--- src/hw/rtl/slcfd_pkg.sv ---
// ----------------------------------------------------------------------------
// slcfd_pkg
// Shared constants, phase type and CRC-16 byte update for the frame decoder.
// ----------------------------------------------------------------------------
package slcfd_pkg;

  localparam logic [7:0]  SYNC_FIRST  = 8'h5A;
  localparam logic [7:0]  SYNC_SECOND = 8'hA5;
  localparam logic [15:0] CRC_POLY    = 16'h1021;
  localparam logic [15:0] CRC_TOP     = 16'h8000;

  // Frame phases, one-hot
  typedef enum logic [6:0] {
    PH_IDLE   = 7'b0000001,
    PH_SYNC2  = 7'b0000010,
    PH_LEN_LO = 7'b0000100,
    PH_LEN_HI = 7'b0001000,
    PH_CRC_LO = 7'b0010000,
    PH_CRC_HI = 7'b0100000,
    PH_DATA   = 7'b1000000
  } phase_t;

  // CRC-16, MSB first, no reflection; eight shift steps flatten into XORs
  function automatic logic [15:0] crc_byte(input logic [15:0] crc, input logic [7:0] b);
    logic [15:0] c;
    c = crc ^ {b, 8'h00};
    for (int i = 0; i < 8; i++) begin
      if ((c & CRC_TOP) != 16'h0000) begin
        c = {c[14:0], 1'b0} ^ CRC_POLY;
      end else begin
        c = {c[14:0], 1'b0};
      end
    end
    return c;
  endfunction

  // CRC after the two sync bytes, starting from zero
  localparam logic [15:0] CRC_AFTER_SYNC = crc_byte(crc_byte(16'h0000, SYNC_FIRST), SYNC_SECOND);

endpackage

--- src/hw/rtl/sync_length_crc16_frame_decoder.sv ---
// ----------------------------------------------------------------------------
// sync_length_crc16_frame_decoder
// Finds 5A A5 / len16 LE / crc16 LE framed payloads in a byte stream.
// ----------------------------------------------------------------------------
// Usage:
//   Input channel (in_valid / in_stall / in_rx_byte) takes one received byte
//   per word. Frame layout: 0x5A, 0xA5, length lo, length hi, CRC lo, CRC hi,
//   then payload. A length of 0 still carries one payload byte.
//   Result channel (out_valid / out_stall / out_*) emits one word per payload
//   byte; header and hunt bytes make no word. The final payload byte has
//   out_frame_last set and out_crc_match tells whether the CRC-16 (poly
//   0x1021, init 0) over sync, length and payload equals the received CRC.
//   A bad CRC still streams the whole frame.
// Timing:
//   An accepted byte passes the input register, then the result register.
//   Throughput is one byte per cycle while the result side is not stalled;
//   the CRC update is a flat XOR network between the two registers.
//   The input register keeps taking words while a result waits, as long as
//   it is empty or can move on; only a held result with a pending byte
//   stalls the input side.
// Reset:
//   rst_n low (synchronous) empties both registers and returns the decoder
//   to hunting for 0x5A.
// ----------------------------------------------------------------------------
module sync_length_crc16_frame_decoder
  import slcfd_pkg::*;
(
  input  logic       clk,
  input  logic       rst_n,
  input  logic       in_valid,
  output logic       in_stall,
  input  logic [7:0] in_rx_byte,
  output logic       out_valid,
  input  logic       out_stall,
  output logic [7:0] out_payload_byte,
  output logic       out_frame_last,
  output logic       out_crc_match
);

  // input register
  logic        s1_valid_r, s1_valid_nxt;
  logic [7:0]  s1_byte_r,  s1_byte_nxt;

  // frame state
  phase_t      phase_r,    phase_nxt;
  logic [15:0] len_r,      len_nxt;
  logic [15:0] rcrc_r,     rcrc_nxt;
  logic [15:0] crc_r,      crc_nxt;
  logic [15:0] seen_r,     seen_nxt;

  // result register
  logic        out_valid_r, out_valid_nxt;
  logic [7:0]  out_byte_r,  out_byte_nxt;
  logic        out_last_r,  out_last_nxt;
  logic        out_match_r, out_match_nxt;

  logic        s1_adv;
  logic        in_take;
  logic        res_valid;
  logic        res_last;
  logic        res_match;
  logic [15:0] crc_step;
  logic [15:0] seen_inc;

  // The held byte moves on when the result register is free or draining.
  assign s1_adv   = s1_valid_r && (!out_valid_r || !out_stall);
  assign in_stall = s1_valid_r && !s1_adv;
  assign in_take  = in_valid && !in_stall;

  assign crc_step = crc_byte(crc_r, s1_byte_r);
  assign seen_inc = seen_r + 16'd1;

  always_comb begin
    s1_valid_nxt = s1_valid_r;
    s1_byte_nxt  = s1_byte_r;
    if (in_take) begin
      s1_valid_nxt = 1'b1;
      s1_byte_nxt  = in_rx_byte;
    end else if (s1_adv) begin
      s1_valid_nxt = 1'b0;
    end
  end

  // Frame parser, advanced once per byte leaving the input register
  always_comb begin
    phase_nxt = phase_r;
    len_nxt   = len_r;
    rcrc_nxt  = rcrc_r;
    crc_nxt   = crc_r;
    seen_nxt  = seen_r;
    res_valid = 1'b0;
    res_last  = 1'b0;
    res_match = 1'b0;
    if (s1_adv) begin
      unique case (phase_r)
        PH_IDLE: begin
          if (s1_byte_r == SYNC_FIRST) begin
            phase_nxt = PH_SYNC2;
          end
        end
        PH_SYNC2: begin
          // anything but 0xA5 is skipped, including repeated 0x5A
          if (s1_byte_r == SYNC_SECOND) begin
            phase_nxt = PH_LEN_LO;
          end
        end
        PH_LEN_LO: begin
          len_nxt   = {8'h00, s1_byte_r};
          crc_nxt   = crc_byte(CRC_AFTER_SYNC, s1_byte_r);
          phase_nxt = PH_LEN_HI;
        end
        PH_LEN_HI: begin
          len_nxt   = {s1_byte_r, len_r[7:0]};
          crc_nxt   = crc_step;
          phase_nxt = PH_CRC_LO;
        end
        PH_CRC_LO: begin
          rcrc_nxt  = {8'h00, s1_byte_r};
          phase_nxt = PH_CRC_HI;
        end
        PH_CRC_HI: begin
          rcrc_nxt  = {s1_byte_r, rcrc_r[7:0]};
          seen_nxt  = 16'd0;
          phase_nxt = PH_DATA;
        end
        PH_DATA: begin
          crc_nxt   = crc_step;
          seen_nxt  = seen_inc;
          res_valid = 1'b1;
          res_last  = (seen_inc >= len_r);
          res_match = res_last && (crc_step == rcrc_r);
          if (res_last) begin
            phase_nxt = PH_IDLE;
          end
        end
        default: begin
          phase_nxt = PH_IDLE;
        end
      endcase
    end
  end

  always_comb begin
    out_valid_nxt = out_valid_r;
    out_byte_nxt  = out_byte_r;
    out_last_nxt  = out_last_r;
    out_match_nxt = out_match_r;
    if (res_valid) begin
      out_valid_nxt = 1'b1;
      out_byte_nxt  = s1_byte_r;
      out_last_nxt  = res_last;
      out_match_nxt = res_match;
    end else if (out_valid_r && !out_stall) begin
      out_valid_nxt = 1'b0;
    end
  end

  always_ff @(posedge clk) begin
    if (!rst_n) begin
      s1_valid_r  <= 1'b0;
      out_valid_r <= 1'b0;
      phase_r     <= PH_IDLE;
      len_r       <= 16'd0;
      rcrc_r      <= 16'd0;
      crc_r       <= 16'd0;
      seen_r      <= 16'd0;
    end else begin
      s1_valid_r  <= s1_valid_nxt;
      out_valid_r <= out_valid_nxt;
      phase_r     <= phase_nxt;
      len_r       <= len_nxt;
      rcrc_r      <= rcrc_nxt;
      crc_r       <= crc_nxt;
      seen_r      <= seen_nxt;
    end
  end

  // payload registers, no reset
  always_ff @(posedge clk) begin
    s1_byte_r   <= s1_byte_nxt;
    out_byte_r  <= out_byte_nxt;
    out_last_r  <= out_last_nxt;
    out_match_r <= out_match_nxt;
  end

  assign out_valid        = out_valid_r;
  assign out_payload_byte = out_byte_r;
  assign out_frame_last   = out_last_r;
  assign out_crc_match    = out_match_r;

endmodule

--- config.mk ---
export PLATFORM = sky130hd
export DESIGN_NAME = sync_length_crc16_frame_decoder
export DESIGN_NICKNAME = d
export VERILOG_FILES = /design/src/hw/rtl/slcfd_pkg.sv /design/src/hw/rtl/sync_length_crc16_frame_decoder.sv
export SDC_FILE = /design/constraint.sdc
export NUM_CORES = 1
export LEC_CHECK = 0
export ABC_AREA = 1
export BUFFER_PORTS_ARGS = -buffer_cell sky130_fd_sc_hd__buf_4
export CAP_MARGIN = 10
export CORE_MARGIN = 4
export CORE_UTILIZATION = 48
export DETAILED_ROUTE_END_ITERATION = 8
export PLACE_DENSITY = 0.67
export SLEW_MARGIN = 5
export SYNTH_ARGS = -nofsm -noshare
export SYNTH_HDL_FRONTEND = slang
export SYNTH_SLANG_ARGS = --single-unit
--- constraint.sdc ---
create_clock -name clk -period 2.3 [get_ports clk]
set_input_delay 0.46 -clock clk [delete_from_list [all_inputs] [get_ports clk]]
set_output_delay 0.46 -clock clk [all_outputs]
set_load 0.02 [all_outputs]
==> results of run 1 <==
-- through the flow --
stage	util, %	total power [mW]	TNS, ps
floorplan	-	2.22	0
global placement	53.9	2.37	-1250
global route	58.8	4.05	-3380
finish	58.8	3.87	-1650
CTS	57.7	3.86	-1640
detailed placement	53.9	2.38	-2090
-- placed cells by master (no fill, tap or decap), types with 10 or more instances in the layout --
cell	Yosys	layout
o21ai_0	20	18
nand3_1	43	42
inv_2	10	14
buf_4	7	65
nand2_2	9	18
dfxtp_1	73	66
nor2_1	40	35
inv_1	91	86
nand2_1	276	265
ha_1	17	13
nor2_2	7	10
a21oi_1	65	64
edfxtp_1	18	18
-- power by group through the flow --
stage	Sequential (mW)	Combinational, mW	Clock, mW
floorplan	1.74	0.481	0
global route	1.74	0.737	1.57
global placement	1.76	0.603	0
CTS	1.73	0.628	1.51
finish	1.73	0.667	1.48
detailed placement	1.77	0.618	0
-- area by class of cell --
class | instances | share of cell area, %
repair buffers | 67 | 8.07
inverters | 106 | 6.40
well taps | 140 | 2.72
multi-input cells | 559 | 46.9
clock inverters | 6 | 1.01
clock buffers | 10 | 3.56
flip-flops and latches | 91 | 31.3
-- logic make-up (layout without fill, tap and decap cells) --
kind of cell               count (synthesis)  in the layout  share of synthesized area [%]
and+or+nand+nor                          413            414                           34.1
AOI/OAI and AO/OA                        111            111                           11.6
adders and majority gates                 17             17                           3.95
buffers and inverters                    127            189                           10.4
DFF                                       91             91                           37.1
xor gates and xnor gates                  17             17                           2.76
-- timing repair --
item                                    in CTS  in global routing
endpoints found under the setup margin       9                  9
pin swaps                                   11                 25
resized for setup                           19                 32
cloned                                       1                  0
setup buffers                                4                  3
-- routing by layer --
metal | vias up | routed length [µm] | global-route usage [%]
li1 | 2585 | - | -
met3 | 35 | 1060 | 5.46
met5 | - | 0 | 0
met1 | 2331 | 6320 | 29.4
met4 | 0 | 449 | 10.8
met2 | 174 | 6740 | 37.6
-- Yosys cell counts, types with 2 or more instances --
| library cell | instances | area [µm²] |
|---|---|---|
| buf_4 | 7 | 52.6 |
| xnor2_1 | 5 | 43.8 |
| clkbuf_1 | 6 | 22.5 |
| nor2_4 | 4 | 45.0 |
| a211oi_1 | 6 | 45.0 |
| nor2_1 | 40 | 150 |
| nor2_2 | 7 | 43.8 |
| ha_1 | 17 | 213 |
| nand3_2 | 4 | 40.0 |
| nand2_1 | 276 | 1040 |
| and2_1 | 3 | 18.8 |
| nand2_2 | 9 | 56.3 |
| o211ai_1 | 2 | 15.0 |
| edfxtp_1 | 18 | 541 |
| nor3_1 | 7 | 35.0 |
| inv_4 | 2 | 12.5 |
| nand2_4 | 3 | 33.8 |
| o21ai_0 | 20 | 100 |
| dfxtp_1 | 73 | 1460 |
| buf_2 | 2 | 10.0 |
| nand4_1 | 9 | 56.3 |
| a21oi_1 | 65 | 325 |
| inv_1 | 91 | 342 |
| o21ai_2 | 3 | 26.3 |
| a21oi_2 | 2 | 17.5 |
| a31oi_1 | 6 | 37.5 |
| o21ai_1 | 2 | 10.0 |
| xor2_1 | 12 | 105 |
| buf_6 | 6 | 67.6 |
| o21bai_1 | 2 | 15.0 |
| inv_2 | 10 | 37.5 |
| nand3_1 | 43 | 215 |
-- worst register-to-register path: stages (launching register included) --
cell and delay [ps]:
dfxtp_4 380, ha_4 150, nand2_4 50, nor2_4 80
nand4_1 140, inv_2 120, nand2_4 70, inv_2 60
nand2_1 40, nand2_1 90, nand2_2 90, ha_4 280
nand4_1 110, nor3_2 220, nand2_2 100, nand3_4 120
nand2_4 100, nand2_2 70, nand2_1 50, nor2_1 110
-- worst max path at each step --
| stage | from | endpoint | cells past startpoint |
|---|---|---|---|
| after global routing | seen_r[8] | out_crc_match | 17 |
| after CTS | seen_r[1] | out_crc_match | 19 |
| after detailed placement | seen_r[1] | phase_r[2] | 15 |
| final | seen_r[0] | phase_r[5] | 19 |
| after floorplan | seen_r[2] | out_crc_match | 15 |
| after global placement | seen_r[1] | phase_r[2] | 15 |
-- flip-flops by register name (all words and copies together) (netlist names) --
signal,flops
rcrc_r,16
len_r,16
s1_valid_r,1
s1_byte_r,8
out_payload_byte,8
out_crc_match,1
out_frame_last,1
seen_r,16
phase_r,7
out_valid,1
crc_r,16
==> flow_summary.yaml, run 1 <==
layout:
  finalInstanceArea_mm2: 0.00643
  area_growth_pct: 19.4
  register_area_mm2: 0.00202
  fillers: 1012
  antenna_cells: 0
  multi_input_area_mm2: 0.00302
  nets: 863
  fin_cells: 979
  drive_gt1_share_pct: 21.1
worst_setup_path:
  critPathRequiredTime_ps: 2580
  critPathBufInv: 2
  r2r-start: "seen_r[0]"
  cp-end-kind: "flip-flop"
  start_kind: "flip-flop"
  ff2ff_setup_slack_ps: -210
  cp_max_fo: 5
  critical_path.max_stage_delay_ps: 380
  r2r-end: "phase_r[5]"
  cpMaxStageDelayCell: "dfxtp_4"
  path_class: "flip-flop to flip-flop"
  worstRegToRegCells: 19
  crit_chain: "ha_4 -> nand2_4 -> nor2_4 -> nand4_1 -> inv_2 -> nand2_4 -> inv_2 -> nand2_1 -> nand2_1 -> nand2_2 -> ha_4 -> nand4_1 -> nor3_2 -> nand2_2 -> nand3_4 -> nand2_4 -> nand2_2 -> nand2_1 -> nor2_1"
  arrival_ps: 2790
  crit_family: "simple AND/OR/NAND/NOR gates"
grt:
  grt_pass1_wl_um: 23800
  antenna_found_initial: 0
  grt_pass1_vias: 4955
  grt.total_usage_pct: 23.2
  grt_max_degree: 50
  grt_overflow: 0
clock_tree:
  cts_made_buffers: 9
  cts_sinks: 91
  clk_latency_ps: 350
  path_clk_slew_ps: 60
  htree_levels: 3
  cts_hold_buffers: 0
  cts_tree: "yes"
  clockBufferDepth: 2
  clock-root-buffer: "clkbuf_16"
floorplan:
  start_util_pct: 49.3
  die_w_um: 114
  rows: 38
  die_area_mm2: 0.0130
  design.core.area_mm2: 0.0109
  die_y_um: 114
  design.portCount: 24
logic_synthesis:
  synthCells: 776
  synth_nets: 805
  synth-seq-cells: 91
  syn_area_mm2: 0.00539
  synth.distinct_cells: 46
  async_reset_ff_share_pct: 0
  synth_edf_count: 18
  syn_area_per_cell_um2: 6.94
  synth-main-ff-cell: "dfxtp_1"
  seq_area_frac_synth_pct: 37.1
  yosysWarnings: 0
timing:
  slew_viol_final: 0
  setup-violations-final: 9
  finalHoldViolCount: 0
  fmax_mhz: 398
  max-slew-margin-rel_pct: 61.3
  fin_hold_ws_ps: 283
  min_period_ps: 2510
  setup_ws_ps: -213
  rsz0062_at_grt: "true"
  worst_pin_slew_ps: 580
  finalCritPeriodShare_pct: 109
  finalClockSkew_ps: 9.26
detailed_routing:
  first_iter_violations: 416
  wl_um: 14600
  dr.pass1.iters: 5
  wl_per_cell_um: 14.9
  antenna_left: 0
  drc: 0
  viasPerCell: 5.23
  vias: 5125
power_and_ir_drop:
  p_sw_mw: 1.15
  p_leak_nw: 2.80
  p_clk_share_pct: 38.1
  power.share.switching_pct: 29.7
  pwr-share-seq_pct: 44.7
  combPwrFrac_pct: 17.2
  powerDensity_mw_per_mm2: 602
  irDropWorstVdd_mv: 0.424
  intPower_mw: 2.72
min_path:
  hp-start: "in_rx_byte[7]"
  hold_depth: 1
  hold_path.class: "input pin to flip-flop"
  holdPathEnd: "s1_byte_r[7]"
job:
  max_cap_viol_count: 0
placed_design:
  gp_congestion: 0.961
  port_buffers: 23
  placed_area_mm2: 0.00590
  dp_slack_ps: -277
  place_hpwl_um: 10600
  dpl.cell_count: 955
status:
  status: "finished, violations left"
  violations: "negative setup slack"
Power figures use the tool's default switching activity.
==> run 2: changes to the inputs <==
RECOVER_POWER = 50   (was not set)
==> flow_summary.yaml, run 2 (synthesis results as in run 1) <==
clock_tree:
  cts_sinks: 91
  clk_latency_ps: 350
  cts_tree: "yes"
  clockBufferDepth: 2
  clock-root-buffer: "clkbuf_16"
  cts_hold_buffers: 0
  htree_levels: 3
  path_clk_slew_ps: 60
  cts_made_buffers: 9
worst_setup_path:
  start_kind: "flip-flop"
  cp-end-kind: "flip-flop"
  cp_max_fo: 5
  arrival_ps: 2760
  path_class: "flip-flop to flip-flop"
  critPathRequiredTime_ps: 2530
timing:
  min_period_ps: 2520
  setup_ws_ps: -225
  finalClockSkew_ps: 9.88
  slew_viol_final: 0
  finalCritPeriodShare_pct: 110
  worst_pin_slew_ps: 596
  max-slew-margin-rel_pct: 60.2
  finalSetupTns_ps: -1630
  rsz0062_at_grt: "true"
  finalHoldViolCount: 0
  fmax_mhz: 396
  setup-violations-final: 9
detailed_routing:
  drc: 0
  dr.pass1.iters: 5
  wl_per_cell_um: 14.8
  viasPerCell: 5.22
  vias: 5106
  first_iter_violations: 437
  antenna_left: 0
  wl_um: 14500
power_and_ir_drop:
  powerDensity_mw_per_mm2: 607
  p_leak_nw: 2.72
  irDropWorstVdd_mv: 0.416
layout:
  utilization_pct: 57.8
  layout_commonest_cell: "nand2_1"
  area_growth_pct: 17.4
  fillers: 1037
  register_area_mm2: 0.00202
  antenna_cells: 0
  layout_common_cells: "nand2_1, inv_1, dfxtp_1, a21oi_1, nand3_1"
  multi_input_area_mm2: 0.00299
  drive_gt1_share_pct: 18.2
  nets: 863
status:
  status: "finished, violations left"
  violations: "negative setup slack"
placed_design:
  place_hpwl_um: 10600
  gp_congestion: 0.961
  port_buffers: 23
min_path:
  hold_path.class: "input pin to flip-flop"
floorplan:
  die_area_mm2: 0.0130
  start_util_pct: 49.3
  design.portCount: 24
  die_w_um: 114
  rows: 38
  die_y_um: 114
  design.core.area_mm2: 0.0109
grt:
  grt.total_usage_pct: 23.2
  antenna_found_initial: 0
  grt_pass1_wl_um: 23800
  grt_max_degree: 50
  grt_pass1_vias: 4955
  grt_overflow: 0
job:
  max_cap_viol_count: 0
## run 2: power by group
group / switching (mW) / total [mW] / internal, mW
Sequential: 0.0594 / 1.73 / 1.67
Combinational: 0.445 / 0.634 / 0.189
Clock: 0.627 / 1.47 / 0.844
## run 2: cell type report
| type | count | area share (%) |
|---|---|---|
| Clock buffer | 10 | 3.62 |
| Clock inverter | 6 | 1.03 |
| Inverter | 106 | 6.43 |
| Multi-Input combinational cell | 559 | 47.2 |
| Sequential cell | 91 | 31.9 |
| Tap cell | 140 | 2.77 |
| Timing Repair Buffer | 67 | 7.08 |
## run 2: worst paths after layout
check	start	end	slack, ps	cells past startpoint
worst max-delay path	seen_r[0]	phase_r[5]	-220	18
worst min-delay path	in_rx_byte[7]	s1_byte_r[7]	310	1
worst max register to register	seen_r[0]	phase_r[5]	-220	18
worst min register to register	len_r[15]	len_r[15]	470	2
## run 2: metrics by stage
step | hold WS (ps) | worst slack (ps) | power [mW] | std cells | area (µm²)
finish | 308 | -225 | 3.84 | 979 | 6320
floorplan | 428 | 5.90 | 2.22 | 776 | 5410
CTS | 275 | -210 | 3.86 | 976 | 6300
global route | 297 | -416 | 4.01 | 979 | 6320
global placement | 453 | -170 | 2.37 | 955 | 5900
detailed placement | 459 | -277 | 2.38 | 955 | 5900
## run 2: critical path, cell delays in order, from the launching register on
cell and delay (ps):
dfxtp_4 380, ha_4 150, nand2_4 50, nor2_4 80
nand4_1 140, inv_2 120, nand2_4 70, inv_2 60
nand2_1 40, nand2_1 90, nand2_2 90, ha_4 270
nand4_1 110, nor3_2 220, nand2_2 100, nand3_4 120
nand2_4 100, nor2_1 130, nor2_1 70
## run 2: repair_timing
| action | in CTS | in global routing |
|---|---|---|
| setup endpoints to repair | 9 | 9 |
| gates cloned | 1 | 0 |
| setup buffers | 4 | 3 |
| pin swaps | 11 | 25 |
| endpoints found under the hold margin | 0 | 0 |
| gates resized for setup | 19 | 32 |
## run 2: metal layers
layer	wire [µm]	GRT usage (%)
met4	448	10.8
met1	6140	29.4
met5	0	0
met2	6760	37.6
met3	1140	5.46
